===== src/sv/pie_pkg.sv =====
`timescale 1ns / 1ps

package pie_pkg;

  localparam int CAPACITY   = 64;
  localparam int DATA_WIDTH = 32;

  // fixed field widths
  localparam int CMD_W  = 2;
  localparam int POS_W  = 7;
  localparam int VAL_W  = 32;
  localparam int CNT_OUT_W = 7;
  localparam int STAT_W = 2;

  localparam int CNT_W = $clog2(CAPACITY + 1);
  localparam int IDX_W = (CAPACITY > 1) ? $clog2(CAPACITY) : 1;
  // common width for position and count compares
  localparam int PCW   = (CNT_W > POS_W) ? CNT_W : POS_W;

  // read-out tree grouping
  localparam int GRP  = 8;
  localparam int NGRP = (CAPACITY + GRP - 1) / GRP;

  typedef logic signed [DATA_WIDTH-1:0] word_t;
  typedef logic signed [VAL_W-1:0]      val_t;

  typedef enum logic [CMD_W-1:0] {
    CMD_INSERT = 2'd0,
    CMD_ERASE  = 2'd1,
    CMD_READ   = 2'd2,
    CMD_CLEAR  = 2'd3
  } cmd_t;

  typedef enum logic [STAT_W-1:0] {
    ST_OK     = 2'd0,
    ST_FULL   = 2'd1,
    ST_BADPOS = 2'd2
  } status_t;

  typedef enum logic [1:0] {
    OP_HOLD,
    OP_INSERT,
    OP_ERASE,
    OP_READ
  } cell_op_t;

  // broadcast to every cell of the row
  typedef struct packed {
    cell_op_t         op;
    logic [PCW-1:0]   pos;
    word_t            value;
  } cell_ctl_t;

endpackage


===== src/sv/pie_cell.sv =====
`timescale 1ns / 1ps

module pie_cell (
  input  logic               clk,
  input  pie_pkg::cell_ctl_t ctl,
  input  logic [pie_pkg::IDX_W-1:0] idx,
  input  pie_pkg::word_t     left_data,
  input  pie_pkg::word_t     right_data,
  output pie_pkg::word_t     data,
  output pie_pkg::word_t     rd_word
);

  pie_pkg::word_t data_r, data_nxt;
  pie_pkg::word_t rd_r, rd_nxt;
  logic [pie_pkg::PCW-1:0] idx_e;

  assign idx_e = pie_pkg::PCW'(idx);

  always_comb begin
    data_nxt = data_r;
    rd_nxt   = '0;
    case (ctl.op)
      pie_pkg::OP_INSERT: begin
        if (idx_e > ctl.pos) begin
          data_nxt = left_data;
        end else if (idx_e == ctl.pos) begin
          data_nxt = ctl.value;
        end
      end
      pie_pkg::OP_ERASE: begin
        if (idx_e >= ctl.pos) begin
          data_nxt = right_data;
        end
      end
      pie_pkg::OP_READ: begin
        if (idx_e == ctl.pos) begin
          rd_nxt = data_r;
        end
      end
      default: begin
        data_nxt = data_r;
      end
    endcase
  end

  always_ff @(posedge clk) begin
    data_r <= data_nxt;
    rd_r   <= rd_nxt;
  end

  assign data    = data_r;
  assign rd_word = rd_r;

endmodule


===== config.mk =====
export PLATFORM = sky130hd
export DESIGN_NAME = pie_cell
export DESIGN_NICKNAME = d
export VERILOG_FILES = /design/src/sv/pie_pkg.sv /design/src/sv/pie_cell.sv
export SDC_FILE = /design/constraint.sdc
export NUM_CORES = 1
export LEC_CHECK = 0
export ABC_AREA = 1
export BUFFER_PORTS_ARGS = -buffer_cell sky130_fd_sc_hd__buf_4
export CAP_MARGIN = 5
export CORE_ASPECT_RATIO = 0.7
export CORE_MARGIN = 5
export CORE_UTILIZATION = 44
export DETAILED_ROUTE_END_ITERATION = 6
export GPL_TIMING_DRIVEN = 0
export HOLD_SLACK_MARGIN = 0.03
export PLACE_DENSITY = 0.8
export SLEW_MARGIN = 20
export SYNTH_ARGS = -nofsm -noshare
export SYNTH_HDL_FRONTEND = slang
export SYNTH_SLANG_ARGS = --single-unit

===== constraint.sdc =====
create_clock -name clk -period 4.35 [get_ports clk]
set_clock_uncertainty 0.1 [all_clocks]
set_input_delay 0.87 -clock clk [delete_from_list [all_inputs] [get_ports clk]]
set_output_delay 0.87 -clock clk [all_outputs]
set_load 0.02 [all_outputs]

==> results of run 1 <==
==> cells in the final DEF (no fill, tap or decap), types with 3 or more instances in the layout <==
cell type  count
buf_4        178
inv_1        109
nand2_1      101
nand3_1       66
nor2_1        35
edfxtp_1      32
dfxtp_1       32
clkbuf_1       9
ha_1           9
clkbuf_8       9
buf_2          5
buf_6          3
bufinv_16      3
==> metrics by stage <==
| stage | util, % | worst slack, ns | hold slack (ns) |
|---|---|---|---|
| detailed placement | 67.4 | 1.22 | 0.381 |
| finish | 70.8 | 1.58 | 0.396 |
| global placement | 66.9 | -0.314 | 0.373 |
| global route | 70.8 | 1.46 | 0.437 |
| floorplan | - | 0.628 | 0.514 |
| CTS | 70.8 | 1.58 | 0.401 |
==> logic make-up (layout without fill, tap and decap cells) <==
logic type | Yosys count | in the layout | share of synthesized area (%)
AO/OA/AOI/OAI | 3 | 3 | 0.596
adder cells (fa/ha/maj) | 9 | 9 | 3.58
buffers and inverters | 128 | 320 | 16.5
flip-flops | 64 | 64 | 50.9
AND/OR/NAND/NOR | 208 | 208 | 28.4
==> report_power, final <==
group | internal (uW) | switching (uW)
sequential | 700 | 29.5
clock | 381 | 230
combinational | 186 | 216
total | 1270 | 476
==> worst min-delay path, stage by stage, from the launching register on <==
cell      delay, ns
edfxtp_1       0.35
inv_1          0.04
nor2_1         0.08
==> area by class of cell <==
| type | instances | share of cell area, % |
|---|---|---|
| tap | 94 | 2.42 |
| inverter | 109 | 8.43 |
| buffer | 19 | 2.30 |
| sequential | 64 | 33.0 |
| timing repair buffer | 176 | 27.6 |
| clock inverter | 5 | 2.17 |
| multi-input combinational | 220 | 21.3 |
| clock buffer | 11 | 2.71 |
==> registers in the layout, summed over array words and instances, names as in the netlist <==
name,flops
rd_word,32
data,32
==> worst paths after layout <==
path	startpoint	to	slack, ns	depth (start not counted)
min reg2reg	data[26]	rd_word[26]	0.40	2
max reg2reg	data[1]	rd_word[1]	3.58	2
max	ctl[36]	data[7]	1.58	11
min	data[26]	rd_word[26]	0.40	2
==> metal layers <==
metal	global-route usage (%)	wire length (um)	up-vias
met5	0	0	-
met4	8.99	176	0
met3	7.00	823	19
met2	40.3	4990	124
met1	24.7	3900	1406
li1	-	-	1600
==> impl_metrics.yaml, run 1 <==
outcome:
  run_status: "completed"
layout:
  postLayoutCellArea_sq_um: 4850
  multiInputGateArea_sq_um: 1030
  seqCellArea_sq_um: 1600
  stdcell_count: 698
  layout.nets: 720
  layout-drive-gt1-share_pct: 34.3
  syn2layout_area_growth_pct: 54.1
  nFillCells: 561
  antenna_cells: 0
synth:
  yosysMostFrequentCell: "inv_1"
  yosysTopAreaCellShare_pct: 30.5
  async_flop_share_pct: 0
  synth_area_leader_cell: "edfxtp_1"
  netlist_area_sq_um: 3150
  seq_area_frac_synth_pct: 50.9
  syn_inst: 412
  synth-main-ff-cell: "edfxtp_1"
  synth_edf_count: 32
  ys_ff_latch: 64
  ys_types: 19
  synth_area_per_cell_sq_um: 7.64
  synth_common_cells: "inv_1 (109), nand2_1 (101), nand3_1 (66)"
  ys_top_cells_by_area: "edfxtp_1 (31%), dfxtp_1 (20%), inv_1 (13%)"
  yosysWarnings: 0
  syn-num-nets: 533
floorplan:
  die_x_um: 111
  core_area_sq_um: 6850
  fp.dieH_um: 80.8
  start_util_pct: 46.0
  row_count: 25
  dieArea_sq_um: 8980
  io-pin-count: 176
cts:
  cts_resized: 0
  cts_num_sinks: 64
  clk_path_buf_depth: 2
  h-tree-depth: 3
  clock_latency_ns: 0.34
  postCtsSetupBuffers: 0
  cts_tree: "done"
  cts_hold_buf: 0
  clockRootBuffer: "clkbuf_8"
  cts_made_buffers: 9
  clk_pin_slew_worst_paths_ns: 0.07
timing:
  maxSlewViolCount: 0
  fmax_mhz: 361
  relSlewSlack_pct: 68.3
  min_period_ns: 2.77
  rsz0062_at_grt: "no"
  finalHoldViolations: 0
  post-route-period-util_pct: 63.6
  setup_viol: 0
  setup_tns_ns: 0
  tightest_slew_ns: 0.476
global_routing:
  grt_pass1_wl_mm: 15.6
  grt_pass1_vias: 3270
  antenna_found_initial: 0
  gr-usage-all-layers_pct: 22.2
  grt_max_degree: 22
  grt_overflow: 0
placed_design:
  hpwl_mm: 7.91
  dpl_cell_area_sq_um: 4620
  port_buffers: 175
  place_congestion: 0.811
  dp.cells: 682
critical_path:
  crit_type: "input pin to flip-flop"
  worstPathArrival_ns: 2.71
  required_ns: 4.29
  crit_path_max_fanout: 21
  crit_family: "simple AND/OR/NAND/NOR gates"
  cp_slowest_cell: "nor2_4"
  cpPeakStageDelay_ns: 0.34
  startpoint_type: "input pin"
  path_cells: "buf_4 -> inv_1 -> ha_1 -> nand2_1 -> nor3_4 -> nand2_2 -> buf_2 -> o21ai_0 -> nor2_1 -> nor2_4 -> buf_16"
  cp_num_buf_inv: 4
  crit_path_end_kind: "flip-flop"
power:
  powerDensity_nw_per_um2: 359
  p_leak_uw: 0.00277
  vdd.ir_drop.worst_mv: 0.180
  power.total_uw: 1740
routing:
  drtIter0Drc: 173
  wl_per_cell_um: 14.2
  via_per_inst: 4.51
  drc_errors: 0
  dr.pass1.iters: 4
  drtAntennaViolNets: 0
  vias: 3149
  wirelength_mm: 9.89
min_path:
  hold_class: "flip-flop to flip-flop"
run:
  max-cap-violations: 0
No activity file was read; power rests on OpenSTA's default activity.
==> run 2, diff against run 1 <==
--- a/config.mk
+++ b/config.mk
@@ -10,11 +10,11 @@
 export CAP_MARGIN = 5
 export CORE_ASPECT_RATIO = 0.7
 export CORE_MARGIN = 5
-export CORE_UTILIZATION = 44
+export CORE_UTILIZATION = 40
 export DETAILED_ROUTE_END_ITERATION = 6
 export GPL_TIMING_DRIVEN = 0
 export HOLD_SLACK_MARGIN = 0.03
-export PLACE_DENSITY = 0.8
+export PLACE_DENSITY = 0.76
 export SLEW_MARGIN = 20
 export SYNTH_ARGS = -nofsm -noshare
 export SYNTH_HDL_FRONTEND = slang
==> constraint.sdc (replaced) <==
create_clock -name clk -period 2.44 [get_ports clk]
set_clock_uncertainty 0.1 [all_clocks]
set_input_delay 0.488 -clock clk [delete_from_list [all_inputs] [get_ports clk]]
set_output_delay 0.488 -clock clk [all_outputs]
set_load 0.02 [all_outputs]
==> run 2 against run 1 <==
Against the previous run:
- worst hold slack worse by 0.065 ns
- setup slack worse by 1.4 ns
- global-route usage is 1.7 points lower
- critical path depth is 1 lower
- sequential share of layout area is 0.81 points lower
- total power is 88% higher
- flip-flop and latch count stayed put
- first-iteration DRC count is 45% higher
- critical path type unchanged
==> impl_metrics.yaml, run 2 (synthesized netlist as in run 1, its figures left out) <==
outcome:
  run_status: "completed"
timing:
  worst_slack_ns: 0.132
  finalHoldViolations: 0
  relSlewSlack_pct: 61.1
  maxSlewViolCount: 0
  post-route-period-util_pct: 94.6
  setup_viol: 0
  tightest_slew_ns: 0.583
  fmax_mhz: 433
  min_period_ns: 2.31
routing:
  dr.pass1.iters: 5
  wl_per_cell_um: 14.1
  via_per_inst: 4.48
  drc_errors: 0
  vias: 3169
  wirelength_mm: 10.0
  drtIter0Drc: 250
  drtAntennaViolNets: 0
critical_path:
  reg2reg_depth: 2
  crit_type: "input pin to flip-flop"
  reg2reg_to: "rd_word[31]"
  startpoint_type: "input pin"
  cp.depth: 10
  setup.worst_path.start: "ctl[37]"
  endpoint: "data[27]"
  worstPathArrival_ns: 2.17
  crit_path_end_kind: "flip-flop"
  required_ns: 2.30
  cpPeakStageDelay_ns: 0.43
  r2r_slack_ns: 1.66
  cp_slowest_cell: "nor2_4"
  crit_path_max_fanout: 16
  path_cells: "buf_4 -> inv_8 -> ha_4 -> inv_4 -> nor3_4 -> nand2_2 -> nand2_4 -> buf_4 -> nor2_1 -> nor2_4"
  cp_num_buf_inv: 4
  crit_family: "simple AND/OR/NAND/NOR gates"
  r2r_start: "data[31]"
  path_common_cell: "buf_4"
run:
  max-cap-violations: 0
floorplan:
  core_area_sq_um: 7770
  io-pin-count: 176
  fp.dieH_um: 84.2
  start_util_pct: 40.5
  die_x_um: 116
  dieArea_sq_um: 9780
  row_count: 27
layout:
  stdcell_count: 708
  mostFrequentLayoutCells: "buf_4 (181), inv_1 (107), nand2_1 (99), nand3_1 (66), nor2_1 (35)"
  antenna_cells: 0
  layout-drive-gt1-share_pct: 35.7
  syn2layout_area_growth_pct: 58.0
  layout.nets: 723
  nFillCells: 682
  layout_commonest_cell: "buf_4"
  seqCellArea_sq_um: 1600
  multiInputGateArea_sq_um: 1080
cts:
  cts_made_buffers: 9
  cts_tree: "done"
  clk_path_buf_depth: 2
  cts_num_sinks: 64
  h-tree-depth: 3
  clk_pin_slew_worst_paths_ns: 0.06
  clockRootBuffer: "clkbuf_16"
  clock_latency_ns: 0.33
  cts_hold_buf: 0
global_routing:
  grt_pass1_wl_mm: 15.5
  antenna_found_initial: 0
  grt_pass1_vias: 3174
  gr-usage-all-layers_pct: 20.5
  grt_overflow: 0
  grt_max_degree: 17
placed_design:
  port_buffers: 175
  place_ws_ns: -0.531
  hpwl_mm: 7.56
  dp.cells: 688
  place_congestion: 0.817
min_path:
  hold_class: "input pin to flip-flop"
power:
  p_leak_uw: 0.00283
  powerDensity_nw_per_um2: 658
  vdd.ir_drop.worst_mv: 0.365
run 2: where the power goes:
group	switching (uW)	internal (uW)	total, uW
Combinational	393	335	728
Sequential	52.5	1250	1300
Clock	468	776	1240
Total	914	2360	3270
run 2: area by class of cell:
type,instances,area share (%)
plain buffers,19,2.36
clock buffers,12,5.38
clock inverters,4,0.503
inverters,109,8.43
multi-input cells,221,21.7
flip-flops and latches,64,32.2
well taps,101,2.54
repair buffers,178,26.9
run 2: worst min-delay path by stage:
| stage | startpoint | endpoint | slack (ns) | cells past startpoint |
|---|---|---|---|---|
| 2_1_floorplan | data[0] | rd_word[0] | 0.51 | 2 |
| 3_3_place_gp | data[21] | rd_word[21] | 0.37 | 2 |
| 3_5_place_dp | data[12] | rd_word[12] | 0.38 | 2 |
| 4_1_cts | right_data[18] | data[18] | 0.32 | 3 |
| 5_1_grt | right_data[9] | data[9] | 0.33 | 3 |
| 6_report | right_data[19] | data[19] | 0.33 | 3 |
run 2: per-layer routing:
| metal | track usage, % | vias to the layer above | wire [um] |
|---|---|---|---|
| li1 | - | 1607 | - |
| met1 | 25.6 | 1402 | 4100 |
| met2 | 33.8 | 151 | 4770 |
| met3 | 6.20 | 9 | 1030 |
| met4 | 6.43 | 0 | 108 |
| met5 | 0 | - | 0 |
run 2: through the flow:
stage	hold WS [ns]	cell area, sq um	total power (uW)	setup TNS, ns	util, %
final	0.330	4970	3270	0	64.0
after global routing	0.331	4970	3430	-0.0597	64.0
after CTS	0.321	4950	3290	0	63.7
after detailed placement	0.383	4640	2040	-16.95	59.8
after global placement	0.374	4640	2020	-15.98	59.8
after floorplan	0.514	3200	1680	-0.172	-
run 2: what timing repair did:
item	in CTS	in global routing
resized for setup	1	1
cloned	1	0
buffers inserted	0	3
pin swaps	1	2
setup endpoints to repair	32	16
run 2: tightest hold or removal path, stage by stage:
cell and delay [ns]:
buf_4 0.08, nand2_1 0.04, nand2_1 0.05
==> run 3, diff against run 2 <==
--- a/config.mk
+++ b/config.mk
@@ -6,6 +6,7 @@
 export NUM_CORES = 1
 export LEC_CHECK = 0
 export ABC_AREA = 1
+export ABC_CLOCK_PERIOD_IN_PS = 2040
 export BUFFER_PORTS_ARGS = -buffer_cell sky130_fd_sc_hd__buf_4
 export CAP_MARGIN = 5
 export CORE_ASPECT_RATIO = 0.7
==> constraint.sdc (replaced) <==
create_clock -name clk -period 2.04 [get_ports clk]
set_clock_uncertainty 0.1 [all_clocks]
set_input_delay 0.408 -clock clk [delete_from_list [all_inputs] [get_ports clk]]
set_output_delay 0.408 -clock clk [all_outputs]
set_load 0.02 [all_outputs]
==> run 3 against run 2 <==
Against the previous run:
- first-iteration DRC count decreased by 19%
- clock-buffer cell count did not move
- global-route usage about the same
- core utilization grew 0.63 points
- cell count is 0.56% higher
- design area increased by 0.98%
- combinational power up 22%
- register-to-register slack worse by 0.40 ns
- sequential power up 20%
- critical path depth grew 1
- total power grew 20%
- worst hold slack lost 0.080 ns
- largest cell class unchanged
- largest power group unchanged
==> impl_metrics.yaml, run 3 (synthesized netlist as in run 1, its figures left out) <==
layout:
  layout.nets: 727
  stdcell_count: 712
  layout_commonest_cell: "buf_4"
  nFillCells: 676
  seqCellArea_sq_um: 1600
  mostFrequentLayoutCells: "buf_4 (183), inv_1 (107), nand2_1 (99), nand3_1 (66), nor2_1 (34)"
  multiInputGateArea_sq_um: 1080
  syn2layout_area_growth_pct: 59.5
  utilization_pct: 64.7
  layout-drive-gt1-share_pct: 36.3
  antenna_cells: 0
floorplan:
  die_x_um: 116
  start_util_pct: 40.5
  io-pin-count: 176
  fp.dieH_um: 84.2
  dieArea_sq_um: 9780
  row_count: 27
  core_area_sq_um: 7770
critical_path:
  r2r_slack_ns: 1.26
  crit_family: "simple AND/OR/NAND/NOR gates"
  path_cells: "buf_4 -> inv_8 -> ha_4 -> inv_4 -> nor3_4 -> nand2_2 -> nand2_4 -> buf_6 -> nor2_2 -> nor2_4 -> buf_4"
  cp_slowest_cell: "ha_4"
  crit_type: "input pin to flip-flop"
  path_common_cell: "buf_4"
  required_ns: 1.98
  crit_path_max_fanout: 10
  cp_num_buf_inv: 5
  reg2reg_to: "rd_word[31]"
  setup.worst_path.start: "ctl[37]"
  reg2reg_depth: 2
  r2r_start: "data[31]"
  crit_path_end_kind: "flip-flop"
  cpPeakStageDelay_ns: 0.26
  startpoint_type: "input pin"
  worstPathArrival_ns: 1.87
timing:
  min_period_ns: 1.93
  maxSlewViolCount: 0
  tightest_slew_ns: 0.581
  finalHoldViolations: 0
  fmax_mhz: 518
  setup_viol: 0
  relSlewSlack_pct: 61.2
  whs_ns: 0.251
  post-route-period-util_pct: 94.5
global_routing:
  grt_pass1_wl_mm: 15.6
  grt_max_degree: 14
  antenna_found_initial: 0
  gr-usage-all-layers_pct: 20.5
  grt_pass1_vias: 3204
  grt_overflow: 0
routing:
  drc_errors: 0
  wl_per_cell_um: 13.9
  vias: 3170
  via_per_inst: 4.45
  drtAntennaViolNets: 0
  wirelength_mm: 9.93
  dr.pass1.iters: 4
  drtIter0Drc: 203
min_path:
  min_path_cells: 3
  hold_class: "input pin to flip-flop"
  worstHoldEndpoint: "data[19]"
  hold_start: "right_data[19]"
outcome:
  run_status: "completed"
placed_design:
  dp.cells: 688
  place_congestion: 0.817
  port_buffers: 175
  hpwl_mm: 7.56
cts:
  cts_num_sinks: 64
  clk_path_buf_depth: 2
  clock_latency_ns: 0.33
  clockRootBuffer: "clkbuf_16"
  cts_made_buffers: 9
  clk_pin_slew_worst_paths_ns: 0.06
  h-tree-depth: 3
  cts_hold_buf: 0
  cts_tree: "done"
run:
  max-cap-violations: 0
power:
  powerDensity_nw_per_um2: 782
  power.total_uw: 3930
  p_leak_uw: 0.00285
  vdd.ir_drop.worst_mv: 0.436
## run 3: through the flow
step / instance area [sq um] / TNS (ns) / setup WS, ns
global route: 5020 / -0.000665 / -0.000665
detailed placement: 4640 / -29.47 / -0.851
finish: 5020 / 0 / 0.111
global placement: 4640 / -27.39 / -0.821
CTS: 5000 / 0 / 0.0608
floorplan: 3200 / -10.41 / -0.325
## run 3: report_power, final
group	total [uW]	internal [uW]	switching, uW	leakage [uW]
Clock	1490	928	560	0.000145
Combinational	886	414	471	0.00215
Sequential	1560	1490	61.5	0.000561
## run 3: final cells by class
class                      count  area share, %
buffer                        19           2.42
clock inverter                 4          0.498
timing repair buffer         182           27.4
clock buffer                  12           5.33
sequential                    64           31.9
tap                          101           2.52
multi-input combinational    221           21.6
inverter                     109           8.34
## run 3: repair_timing
| item | in CTS | in global routing |
|---|---|---|
| pin swaps | 2 | 2 |
| buffers inserted | 5 | 2 |
| gates resized for setup | 2 | 2 |
| cloned | 1 | 0 |
| endpoints found under the setup margin | 32 | 32 |
## run 3: how the worst max path moves through the flow
stage | endpoint | depth (start not counted)
after floorplan | data[0] | 9
after global placement | data[2] | 10
after detailed placement | data[5] | 10
after CTS | data[19] | 11
after global routing | data[18] | 11
final | data[18] | 11
## run 3: worst reg2reg max path, stage by stage, from the launching register on
cell and delay, ns:
edfxtp_1 0.42, inv_1 0.09, nor2_1 0.04
## run 3: layer usage
layer	part of all wire [%]	global-route usage, %	wire (um)	up-vias
met1	41	25.6	4090	1408
met2	48	33.9	4770	138
li1	-	-	-	1615
met4	1.0	6.53	102	0
met5	0	0	0	-
met3	9.7	6.20	966	9
